==> src/rtl/core/i2cra_pkg.sv <==
package i2cra_pkg;

  localparam int TPU_W   = 10;
  localparam int POLL_W  = 8;
  localparam int DELAY_W = 12;
  localparam int PHASE_W = 4;
  localparam int STAGE_W = 4;
  localparam int BIT_W   = 4;
  localparam int KIND_W  = 3;
  localparam int CFG_IDX_W = 1;

  localparam logic [TPU_W-1:0]  TPU_RESET  = 10'd1;
  localparam logic [POLL_W-1:0] POLL_RESET = 8'd250;

  // Configuration register indexes.
  localparam logic [CFG_IDX_W-1:0] CFG_TICKS_PER_UNIT = 1'd0;
  localparam logic [CFG_IDX_W-1:0] CFG_ACK_POLL_LIMIT = 1'd1;

  // Command codes.
  localparam logic [1:0] CMD_NONE  = 2'd0;
  localparam logic [1:0] CMD_WRITE = 2'd1;
  localparam logic [1:0] CMD_READ  = 2'd2;

  // Bus sequencer phases.
  localparam logic [PHASE_W-1:0] PH_IDLE    = 4'd0;
  localparam logic [PHASE_W-1:0] PH_ST_A    = 4'd1;
  localparam logic [PHASE_W-1:0] PH_ST_B    = 4'd2;
  localparam logic [PHASE_W-1:0] PH_SB_SET  = 4'd3;
  localparam logic [PHASE_W-1:0] PH_SB_HIGH = 4'd4;
  localparam logic [PHASE_W-1:0] PH_SB_LOW  = 4'd5;
  localparam logic [PHASE_W-1:0] PH_AK_REL  = 4'd6;
  localparam logic [PHASE_W-1:0] PH_AK_HIGH = 4'd7;
  localparam logic [PHASE_W-1:0] PH_AK_POLL = 4'd8;
  localparam logic [PHASE_W-1:0] PH_RB_LOW  = 4'd9;
  localparam logic [PHASE_W-1:0] PH_RB_HIGH = 4'd10;
  localparam logic [PHASE_W-1:0] PH_NK_LOW  = 4'd11;
  localparam logic [PHASE_W-1:0] PH_NK_HIGH = 4'd12;
  localparam logic [PHASE_W-1:0] PH_SP_LOW  = 4'd13;
  localparam logic [PHASE_W-1:0] PH_SP_HIGH = 4'd14;

  // Kinds of transaction steps.
  localparam logic [KIND_W-1:0] K_START = 3'd0;
  localparam logic [KIND_W-1:0] K_SEND  = 3'd1;
  localparam logic [KIND_W-1:0] K_ACKC  = 3'd2;
  localparam logic [KIND_W-1:0] K_ACKI  = 3'd3;
  localparam logic [KIND_W-1:0] K_RECV  = 3'd4;
  localparam logic [KIND_W-1:0] K_NACK  = 3'd5;
  localparam logic [KIND_W-1:0] K_STOP  = 3'd6;

  localparam logic [STAGE_W-1:0] WR_LEN = 4'd8;
  localparam logic [STAGE_W-1:0] RD_LEN = 4'd11;

  typedef struct packed {
    logic [TPU_W-1:0]  ticks_per_unit;
    logic [POLL_W-1:0] ack_poll_limit;
  } cfg_t;

  typedef struct packed {
    logic [1:0] command;
    logic [6:0] device_addr;
    logic [7:0] reg_addr;
    logic [7:0] write_data;
    logic       sda_in;
  } tick_t;

  typedef struct packed {
    logic       scl_level;
    logic       sda_drive_low;
    logic       busy_res;
    logic       done_res;
    logic       nack_error;
    logic [7:0] read_data;
  } result_t;

  function automatic logic [STAGE_W-1:0] plan_len(input logic is_read);
    return is_read ? RD_LEN : WR_LEN;
  endfunction

  // Step kind at position n of the write or read plan; past the end it is a stop.
  function automatic logic [KIND_W-1:0] plan_kind(input logic is_read,
                                                   input logic [STAGE_W-1:0] n);
    logic [KIND_W-1:0] k;
    k = K_STOP;
    if (is_read) begin
      case (n)
        4'd0, 4'd5:        k = K_START;
        4'd1, 4'd3, 4'd6:  k = K_SEND;
        4'd2, 4'd4, 4'd7:  k = K_ACKI;
        4'd8:              k = K_RECV;
        4'd9:              k = K_NACK;
        default:           k = K_STOP;
      endcase
    end else begin
      case (n)
        4'd0:              k = K_START;
        4'd1, 4'd3, 4'd5:  k = K_SEND;
        4'd2, 4'd6:        k = K_ACKC;
        4'd4:              k = K_ACKI;
        default:           k = K_STOP;
      endcase
    end
    return k;
  endfunction

  // Length of a timed phase in ticks: its unit count times the unit length.
  function automatic logic [DELAY_W-1:0] phase_span(input logic [PHASE_W-1:0] ph,
                                                    input logic [TPU_W-1:0] t);
    logic [DELAY_W-1:0] s;
    s = '0;
    unique case (ph)
      PH_AK_REL, PH_AK_HIGH, PH_RB_HIGH:
        s = {2'b00, t};
      PH_SB_SET, PH_SB_HIGH, PH_SB_LOW, PH_RB_LOW, PH_NK_LOW, PH_NK_HIGH:
        s = {1'b0, t, 1'b0};
      PH_ST_A, PH_ST_B, PH_SP_LOW, PH_SP_HIGH:
        s = {t, 2'b00};
      default:
        s = '0;
    endcase
    return s;
  endfunction

  function automatic logic phase_scl(input logic [PHASE_W-1:0] ph);
    logic v;
    v = 1'b1;
    unique case (ph)
      PH_SB_SET, PH_SB_LOW, PH_AK_REL, PH_RB_LOW, PH_NK_LOW, PH_SP_LOW: v = 1'b0;
      default: v = 1'b1;
    endcase
    return v;
  endfunction

endpackage

==> src/rtl/core/i2cra_cfg.sv <==
module i2cra_cfg (
  input  logic                            clk,
  input  logic                            rst,
  input  logic                            cfg_valid,
  output logic                            cfg_ready,
  input  logic [i2cra_pkg::CFG_IDX_W-1:0] cfg_index,
  input  logic [i2cra_pkg::TPU_W-1:0]     cfg_data,
  output i2cra_pkg::cfg_t                 cfg
);
  import i2cra_pkg::*;

  logic [TPU_W-1:0]  ticks_per_unit;
  logic [POLL_W-1:0] ack_poll_limit;

  assign cfg_ready = 1'b1;

  always_ff @(posedge clk) begin
    if (rst) begin
      ticks_per_unit <= TPU_RESET;
      ack_poll_limit <= POLL_RESET;
    end else if (cfg_valid) begin
      unique case (cfg_index)
        CFG_TICKS_PER_UNIT: ticks_per_unit <= cfg_data;
        CFG_ACK_POLL_LIMIT: ack_poll_limit <= cfg_data[POLL_W-1:0];
        default: ;
      endcase
    end
  end

  // A unit length of zero counts as one tick.
  assign cfg.ticks_per_unit = (ticks_per_unit == '0) ? TPU_W'(1) : ticks_per_unit;
  assign cfg.ack_poll_limit = ack_poll_limit;

endmodule

==> src/rtl/core/i2cra_seq.sv <==
module i2cra_seq (
  input  logic                clk,
  input  logic                rst,
  input  logic                step,
  input  i2cra_pkg::tick_t    tick,
  input  i2cra_pkg::cfg_t     cfg,
  output i2cra_pkg::result_t  res
);
  import i2cra_pkg::*;

  logic [PHASE_W-1:0] phase, phase_next;
  logic [DELAY_W-1:0] delay_count, delay_count_next;
  logic [BIT_W-1:0]   bit_index, bit_index_next;
  logic [7:0]         shift_byte, shift_byte_next;
  logic [POLL_W-1:0]  poll_count, poll_count_next;
  logic [6:0]         held_device, held_device_next;
  logic [7:0]         held_register, held_register_next;
  logic [7:0]         held_data, held_data_next;
  logic               is_read, is_read_next;
  logic [7:0]         received_byte, received_byte_next;
  logic               error_flag, error_flag_next;
  logic [STAGE_W-1:0] stage, stage_next;
  logic               timed_out, timed_out_next;

  logic               done_now;
  logic               do_begin;
  logic               do_finish;
  logic [STAGE_W-1:0] begin_n;
  logic [DELAY_W-1:0] delay_inc;
  logic [BIT_W-1:0]   bit_inc;
  logic [STAGE_W-1:0] stage_inc;
  logic [7:0]         wr_addr;

  assign delay_inc = delay_count + DELAY_W'(1);
  assign bit_inc   = bit_index + BIT_W'(1);
  assign stage_inc = stage + STAGE_W'(1);

  always_comb begin
    phase_next         = phase;
    delay_count_next   = delay_count;
    bit_index_next     = bit_index;
    shift_byte_next    = shift_byte;
    poll_count_next    = poll_count;
    held_device_next   = held_device;
    held_register_next = held_register;
    held_data_next     = held_data;
    is_read_next       = is_read;
    received_byte_next = received_byte;
    error_flag_next    = error_flag;
    stage_next         = stage;
    timed_out_next     = timed_out;
    do_begin           = 1'b0;
    do_finish          = 1'b0;
    done_now           = 1'b0;
    begin_n            = '0;
    wr_addr            = '0;

    if (phase == PH_IDLE) begin
      if (tick.command == CMD_WRITE || tick.command == CMD_READ) begin
        held_device_next   = tick.device_addr;
        held_register_next = tick.reg_addr;
        held_data_next     = tick.write_data;
        is_read_next       = (tick.command == CMD_READ);
        error_flag_next    = 1'b0;
        timed_out_next     = 1'b0;
        do_begin           = 1'b1;
        begin_n            = '0;
      end
    end else if (phase == PH_AK_POLL) begin
      if (!tick.sda_in) begin
        do_begin = 1'b1;
        begin_n  = stage_inc;
      end else if (poll_count >= cfg.ack_poll_limit) begin
        // Timeout: send a stop right away, the step is resolved after it.
        timed_out_next   = 1'b1;
        phase_next       = PH_SP_LOW;
        delay_count_next = '0;
      end else begin
        poll_count_next = poll_count + POLL_W'(1);
      end
    end else begin
      if (phase == PH_RB_HIGH && delay_count == '0) begin
        shift_byte_next = {shift_byte[6:0], tick.sda_in};
      end
      delay_count_next = delay_inc;
      if (delay_inc >= phase_span(phase, cfg.ticks_per_unit)) begin
        delay_count_next = '0;
        unique case (phase)
          PH_ST_A:    phase_next = PH_ST_B;
          PH_SB_SET:  phase_next = PH_SB_HIGH;
          PH_SB_HIGH: phase_next = PH_SB_LOW;
          PH_SB_LOW: begin
            shift_byte_next = {shift_byte[6:0], 1'b0};
            bit_index_next  = bit_inc;
            if (bit_inc < BIT_W'(8)) begin
              phase_next = PH_SB_SET;
            end else begin
              do_begin = 1'b1;
              begin_n  = stage_inc;
            end
          end
          PH_AK_REL:  phase_next = PH_AK_HIGH;
          PH_AK_HIGH: begin
            poll_count_next = '0;
            phase_next      = PH_AK_POLL;
          end
          PH_RB_LOW:  phase_next = PH_RB_HIGH;
          PH_RB_HIGH: begin
            bit_index_next = bit_inc;
            if (bit_inc < BIT_W'(8)) begin
              phase_next = PH_RB_LOW;
            end else begin
              received_byte_next = shift_byte_next;
              do_begin           = 1'b1;
              begin_n            = stage_inc;
            end
          end
          PH_NK_LOW:  phase_next = PH_NK_HIGH;
          PH_SP_LOW:  phase_next = PH_SP_HIGH;
          PH_SP_HIGH: begin
            if (timed_out) begin
              timed_out_next = 1'b0;
              do_begin       = 1'b1;
              if (plan_kind(is_read, stage) == K_ACKC) begin
                // A checked acknowledge failed: one more stop, then end with error.
                error_flag_next = 1'b1;
                begin_n         = plan_len(is_read) - STAGE_W'(1);
              end else begin
                begin_n = stage_inc;
              end
            end else begin
              do_finish = 1'b1;
            end
          end
          default: begin
            do_begin = 1'b1;
            begin_n  = stage_inc;
          end
        endcase
      end
    end

    if (do_begin) begin
      if (begin_n >= plan_len(is_read_next)) begin
        do_finish = 1'b1;
      end else begin
        stage_next       = begin_n;
        bit_index_next   = '0;
        delay_count_next = '0;
        wr_addr          = {held_device_next, 1'b0};
        unique case (plan_kind(is_read_next, begin_n))
          K_START: phase_next = PH_ST_A;
          K_SEND: begin
            if (begin_n == STAGE_W'(1)) begin
              shift_byte_next = wr_addr;
            end else if (begin_n == STAGE_W'(3)) begin
              shift_byte_next = held_register_next;
            end else if (is_read_next) begin
              shift_byte_next = {wr_addr[7:1], 1'b1};
            end else begin
              shift_byte_next = held_data_next;
            end
            phase_next = PH_SB_SET;
          end
          K_ACKC, K_ACKI: begin
            poll_count_next = '0;
            phase_next      = PH_AK_REL;
          end
          K_RECV: begin
            shift_byte_next = '0;
            phase_next      = PH_RB_LOW;
          end
          K_NACK:  phase_next = PH_NK_LOW;
          default: phase_next = PH_SP_LOW;
        endcase
      end
    end

    if (do_finish) begin
      phase_next       = PH_IDLE;
      delay_count_next = '0;
      stage_next       = '0;
      timed_out_next   = 1'b0;
      done_now         = 1'b1;
    end
  end

  always_ff @(posedge clk) begin
    if (rst) begin
      phase         <= PH_IDLE;
      delay_count   <= '0;
      bit_index     <= '0;
      shift_byte    <= '0;
      poll_count    <= '0;
      held_device   <= '0;
      held_register <= '0;
      held_data     <= '0;
      is_read       <= 1'b0;
      received_byte <= '0;
      error_flag    <= 1'b0;
      stage         <= '0;
      timed_out     <= 1'b0;
    end else if (step) begin
      phase         <= phase_next;
      delay_count   <= delay_count_next;
      bit_index     <= bit_index_next;
      shift_byte    <= shift_byte_next;
      poll_count    <= poll_count_next;
      held_device   <= held_device_next;
      held_register <= held_register_next;
      held_data     <= held_data_next;
      is_read       <= is_read_next;
      received_byte <= received_byte_next;
      error_flag    <= error_flag_next;
      stage         <= stage_next;
      timed_out     <= timed_out_next;
    end
  end

  // The result shows the state after this tick.
  always_comb begin
    res.scl_level = phase_scl(phase_next);
    unique case (phase_next)
      PH_ST_B, PH_SP_LOW, PH_SP_HIGH:    res.sda_drive_low = 1'b1;
      PH_SB_SET, PH_SB_HIGH, PH_SB_LOW:  res.sda_drive_low = ~shift_byte_next[7];
      default:                           res.sda_drive_low = 1'b0;
    endcase
    res.busy_res   = (phase_next != PH_IDLE);
    res.done_res   = done_now;
    res.nack_error = error_flag_next;
    res.read_data  = received_byte_next;
  end

endmodule

==> src/rtl/core/i2c_register_access_master.sv <==
// Channel   Direction  Handshake               Beat contents
// input     in         in_valid / in_ready     command, device_addr, reg_addr,
//                                              write_data, sda_in (one bus tick)
// result    out        out_valid / out_ready   scl_level, sda_drive_low, busy_res,
//                                              done_res, nack_error, read_data
// config    in         cfg_valid / cfg_ready   cfg_index, cfg_data
//
// Each input beat is one tick of the bus sequencer and yields exactly one result beat.
// A beat is held in the input register and is stepped into the result register
// once the result slot is free; with out_ready held high one beat is taken every cycle.
// The rate is set by the sequencer step between those two registers.
// rst is synchronous and active high; it clears the sequencer to idle, sets
// ticks_per_unit to 1 and ack_poll_limit to 250, and empties both registers.
// A stalled result holds its beat while the input register can still take one more.
module i2c_register_access_master (
  input  logic                            clk,
  input  logic                            rst,
  input  logic                            in_valid,
  output logic                            in_ready,
  input  logic [1:0]                      command,
  input  logic [6:0]                      device_addr,
  input  logic [7:0]                      reg_addr,
  input  logic [7:0]                      write_data,
  input  logic                            sda_in,
  output logic                            out_valid,
  input  logic                            out_ready,
  output logic                            scl_level,
  output logic                            sda_drive_low,
  output logic                            busy_res,
  output logic                            done_res,
  output logic                            nack_error,
  output logic [7:0]                      read_data,
  input  logic                            cfg_valid,
  output logic                            cfg_ready,
  input  logic [i2cra_pkg::CFG_IDX_W-1:0] cfg_index,
  input  logic [i2cra_pkg::TPU_W-1:0]     cfg_data
);
  import i2cra_pkg::*;

  cfg_t    cfg;
  tick_t   tick_q;
  logic    tick_valid;
  logic    step;
  result_t res;
  result_t res_q;

  // The sequencer advances when a tick is held and the result slot is free
  // or being drained in this cycle.
  assign step     = tick_valid && (!out_valid || out_ready);
  assign in_ready = !tick_valid || step;

  always_ff @(posedge clk) begin
    if (rst) begin
      tick_valid <= 1'b0;
    end else if (in_ready) begin
      tick_valid <= in_valid;
    end
  end

  always_ff @(posedge clk) begin
    if (in_ready && in_valid) begin
      tick_q.command     <= command;
      tick_q.device_addr <= device_addr;
      tick_q.reg_addr    <= reg_addr;
      tick_q.write_data  <= write_data;
      tick_q.sda_in      <= sda_in;
    end
  end

  i2cra_cfg u_cfg (
    .clk       (clk),
    .rst       (rst),
    .cfg_valid (cfg_valid),
    .cfg_ready (cfg_ready),
    .cfg_index (cfg_index),
    .cfg_data  (cfg_data),
    .cfg       (cfg)
  );

  i2cra_seq u_seq (
    .clk  (clk),
    .rst  (rst),
    .step (step),
    .tick (tick_q),
    .cfg  (cfg),
    .res  (res)
  );

  // Result register: loaded on every step, held while the consumer stalls.
  always_ff @(posedge clk) begin
    if (rst) begin
      out_valid <= 1'b0;
    end else if (step) begin
      out_valid <= 1'b1;
    end else if (out_ready) begin
      out_valid <= 1'b0;
    end
  end

  always_ff @(posedge clk) begin
    if (step) begin
      res_q <= res;
    end
  end

  assign scl_level     = res_q.scl_level;
  assign sda_drive_low = res_q.sda_drive_low;
  assign busy_res      = res_q.busy_res;
  assign done_res      = res_q.done_res;
  assign nack_error    = res_q.nack_error;
  assign read_data     = res_q.read_data;

endmodule

==> config.mk <==
export PLATFORM = sky130hd
export DESIGN_NAME = i2c_register_access_master
export DESIGN_NICKNAME = d
export VERILOG_FILES = /design/src/rtl/core/i2cra_pkg.sv /design/src/rtl/core/i2cra_cfg.sv /design/src/rtl/core/i2cra_seq.sv /design/src/rtl/core/i2c_register_access_master.sv
export SDC_FILE = /design/constraint.sdc
export NUM_CORES = 1
export LEC_CHECK = 0
export BUFFER_PORTS_ARGS = -buffer_cell sky130_fd_sc_hd__buf_2
export CORE_UTILIZATION = 40
export DETAILED_ROUTE_END_ITERATION = 6
export GPL_ROUTABILITY_DRIVEN = 0
export GPL_TIMING_DRIVEN = 0
export PLACE_DENSITY = 0.59
export SETUP_SLACK_MARGIN = 0.3
export SYNTH_ARGS = -nofsm -noshare
export SYNTH_HDL_FRONTEND = slang
export SYNTH_HIERARCHICAL = 1
export SYNTH_SLANG_ARGS = --single-unit
==> constraint.sdc <==
create_clock -name clk -period 16.51 [get_ports clk]
set_clock_uncertainty 0.05 [all_clocks]
set_input_delay 3.302 -clock clk [delete_from_list [all_inputs] [get_ports clk]]
set_output_delay 3.302 -clock clk [all_outputs]
set_load 0.005 [all_outputs]
==> flow_metrics.env <==
export IMPL_run_status="complete, no violations"
export IMPL_yosysWarnings=6
export IMPL_timing_critical_path_slowest_cell_delay_ns=0.83
export IMPL_critical_path_arrival_ns=7.45
export IMPL_cts_hold_buffers=0
export IMPL_max_clock_path_buffers=2
export IMPL_placed_wire_length_estimate_after_detailed_placement_um=15300
export IMPL_hold_path_class="reg -> reg"
export IMPL_largest_register_ffs=26
export IMPL_worst_ir_drop_vdd_mv=0.0706
export IMPL_grt_start_max_net_pins=27
export IMPL_power_per_cell_area_nw_per_um2=119
export IMPL_route_final_wire_length_um=21000
export IMPL_numPortBuffers=56
export IMPL_die_h_um=144
export IMPL_grt_ovfl_total=0
export IMPL_worstSetupEndpointType="flip-flop"
export IMPL_seq_cell_area_um2=3110
export IMPL_rsz_0062_raised_after_global_routing="false"
export IMPL_drc_violation_count_after_routing=0
export IMPL_crit_path_max_fanout=10
export IMPL_path_delay_family="simple AND/OR/NAND/NOR gates"
export IMPL_die_x_um=144
export IMPL_clkSlewWorstSetupHoldPaths_ns=0.06
export IMPL_holdCritStartpoint="u_seq/held_data[3]$_SDFFE_PP0P_"
export IMPL_cts_buffers=17
export IMPL_netlist_instances=915
export IMPL_initial_utilization=0.411
export IMPL_syn_nets=996
export IMPL_multiInputGateArea_um2=4530
export IMPL_synth_seq_area_share=0.387
export IMPL_drt_wirelength_per_cell_um=16.6
export IMPL_postSynth_topFlopCell="dfxtp_1"
export IMPL_timing_rr_start="u_seq/phase[1]$_SDFFE_PP0P_"
export IMPL_antenna_left=0
export IMPL_timing_fmax_mhz=139
export IMPL_worst_r2r_cell_count=24
export IMPL_clock_h_tree_levels=4
export IMPL_crit_type="reg -> reg"
export IMPL_timing_critical_path_buf_inv=6
export IMPL_yosys_area_top_type_share=0.241
export IMPL_layout_top_registers="tick_q x26, u_seq/delay_count x12, u_cfg/ticks_per_unit x10"
export IMPL_syn_mean_instance_area_um2=8.79
export IMPL_report_final_setup_viol=0
export IMPL_total_power_draw_mw=1.11
export IMPL_cts_repair_resize_count=0
export IMPL_fp_row_count=51
export IMPL_post_detailed_route_via_to_cell_ratio=5.55
export IMPL_slew_headroom=0.278
export IMPL_async_reset_ff_frac=0
export IMPL_worst_endpoint_required_ns=16.77
export IMPL_cts_root_buffer_cell="clkbuf_16"
export IMPL_path_common_cell="ha_1"
export IMPL_timing_final_crit_share=0.435
export IMPL_tritoncts_clock_tree="yes"
export IMPL_final_layout_size_suffix_gt1_frac=0.149
export IMPL_globalRouteTotalUtil=0.215
export IMPL_timing_final_hold_violations=0
export IMPL_antenna_found_initial=0
export IMPL_maxCapViolations=0
export IMPL_drtIter0Drc=583
export IMPL_synth_largest_area_cell="dfxtp_1"
export IMPL_critPathLaunchType="flip-flop"
export IMPL_critPathSlowestCell="nor3_1"
export IMPL_design_final_nets=1071
export IMPL_final_area_um2=9270
export IMPL_period_minus_slack_ns=7.19
export IMPL_ys_seq_elements=136
export IMPL_vias=7038
export IMPL_worst_skew_pair_late_latency_ns=0.43
export IMPL_critical_path_cell_by_cell="buf_2 -> buf_1 -> xnor2_1 -> nor3_1 -> nand2_1 -> ha_1 -> a211oi_1 -> nand2_1 -> nor4_1 -> a21o_1 -> buf_2 -> or3_1 -> inv_1 -> ha_1 -> a21oi_1 -> a211oi_4 -> nor2_2 -> inv_2 -> or3_1 -> a21oi_2 -> inv_2 -> ha_1 -> nor3_1 -> a21oi_1"
export IMPL_top_register="tick_q"
export IMPL_ff2ff_setup_slack_ns=9.32
export IMPL_timing_hold_worst_path_depth=2
export IMPL_timing_max_transition_violations_final=0
export IMPL_synth_area_top_cells="dfxtp_1, edfxtp_1, ha_1, nand2_1, a21oi_1"
export IMPL_dr_pass1_iters=6
export IMPL_core_area_um2=19600
export IMPL_n_antenna_cell=0
export IMPL_min_to="u_seq/held_data[3]$_SDFFE_PP0P_"
export IMPL_finalSetupTns_ns=0
export IMPL_synth_edff_count=39
export IMPL_max_slew_worst_pin_slew_ns=1.07
export IMPL_number_of_global_route_vias_before_repair=6527
export IMPL_postCtsSetupRepairBufs=0
export IMPL_filler_cells_inserted=1922
export IMPL_yosysUniqueCellTypes=93
export IMPL_clock_sinks=136
export IMPL_grt_pass1_wl_um=34100
export IMPL_netlist_area_um2=8040
export IMPL_area_delta_synth_final_pct=15.3
export IMPL_io_pins=58
export IMPL_power_leakage_nw=3.61
export IMPL_dieArea_um2=20700
export IMPL_postPlaceCellArea_um2=8660
==> area by class of cell <==
class                      instances  area share
buffer                            62      0.0314
clock buffer                      17      0.0459
clock inverter                    15      0.0208
inverter                          30      0.0121
multi-input combinational        687       0.488
sequential                       136       0.336
tap                              265      0.0358
timing repair buffer              56      0.0302
==> placed cells by master, fill, tap and decap left out, types with 23 or more instances in the layout <==
| master | n |
|---|---|
| ha_1 | 39 |
| mux2i_1 | 28 |
| dfxtp_1 | 97 |
| buf_2 | 61 |
| nand2_1 | 121 |
| nor2_1 | 74 |
| a21oi_1 | 74 |
| o21ai_0 | 28 |
| edfxtp_1 | 39 |
| inv_1 | 26 |
| clkbuf_1 | 41 |
| and3_1 | 23 |
==> how the worst max path moves through the flow <==
stage | start | end | slack (ns) | cells past startpoint
floorplan | out_ready | in_ready | 9.71 | 1
global placement | out_ready | in_ready | 9.47 | 3
detailed placement | out_ready | in_ready | 9.47 | 3
CTS | out_ready | in_ready | 9.47 | 3
global route | u_seq/phase[1]$_SDFFE_PP0P_ | flip-flop | 8.81 | 25
finish | u_seq/phase[1]$_SDFFE_PP0P_ | flip-flop | 9.32 | 24
==> synth_stat cells (all sizes together) (8+ instances only) <==
master	n
dfxtp	97
a211o	8
nor3	21
xor2	10
nand3b	13
and2	11
and3	23
o21ai	33
a21oi	79
nor4	10
edfxtp	39
ha	39
a222oi	8
clkbuf	41
nand2b	15
buf	21
nor2	77
a211oi	19
a31o	8
a31oi	17
mux2i	29
nand2	122
inv	29
a21o	8
a22oi	9
nor2b	10
nand3	21
==> kinds of logic (layout without fill, tap and decap cells) <==
family	after synthesis	count (layout)	synth area share
and+or+nand+nor	350	350	0.221
AOI/OAI and AO/OA	251	251	0.226
DFF	136	136	0.387
buffers and inverters	92	180	0.0502
adders and majority gates	39	39	0.0607
muxes	30	30	0.0380
xor gates and xnor gates	16	16	0.0174
other	1	1	0.000466
==> routing by layer <==
metal,up-vias,GRT usage,wire length (µm)
met5,-,0,0
met1,3327,0.297,10300
met4,0,0.0689,359
li1,3506,-,-
met3,27,0.0420,925
met2,178,0.336,9380
==> stage by stage <==
step / hold slack, ns / utilization / setup slack (ns) / std cells
after CTS: 0.405 / 0.473 / 9.47 / 1268
after global routing: 0.430 / 0.473 / 8.81 / 1268
after floorplan: 0.382 / - / 9.71 / 915
after detailed placement: 0.396 / 0.442 / 9.47 / 1236
after global placement: 0.392 / 0.442 / 9.47 / 1236
final: 0.403 / 0.473 / 9.32 / 1268
==> worst reg2reg max path: cells and delay by family, from the launching register on <==
| family | cells | cell delay [ns] |
|---|---|---|
| AO/OA/AOI/OAI | 6 | 1.29 |
| flip-flops | 1 | 0.43 |
| AND/OR/NAND/NOR | 8 | 2.96 |
| XOR/XNOR | 1 | 0.11 |
| buffers and inverters | 6 | 1.33 |
| adder cells (fa/ha/maj) | 3 | 0.89 |
==> report_power, final <==
group / internal (mW) / leakage (nW) / switching [mW] / total (mW)
Combinational: 0.112 / 2.16 / 0.220 / 0.332
Clock: 0.242 / 0.295 / 0.162 / 0.403
Sequential: 0.362 / 1.16 / 0.00938 / 0.372
Total: 0.716 / 3.61 / 0.391 / 1.11
No activity file was read; power rests on OpenSTA's default activity.
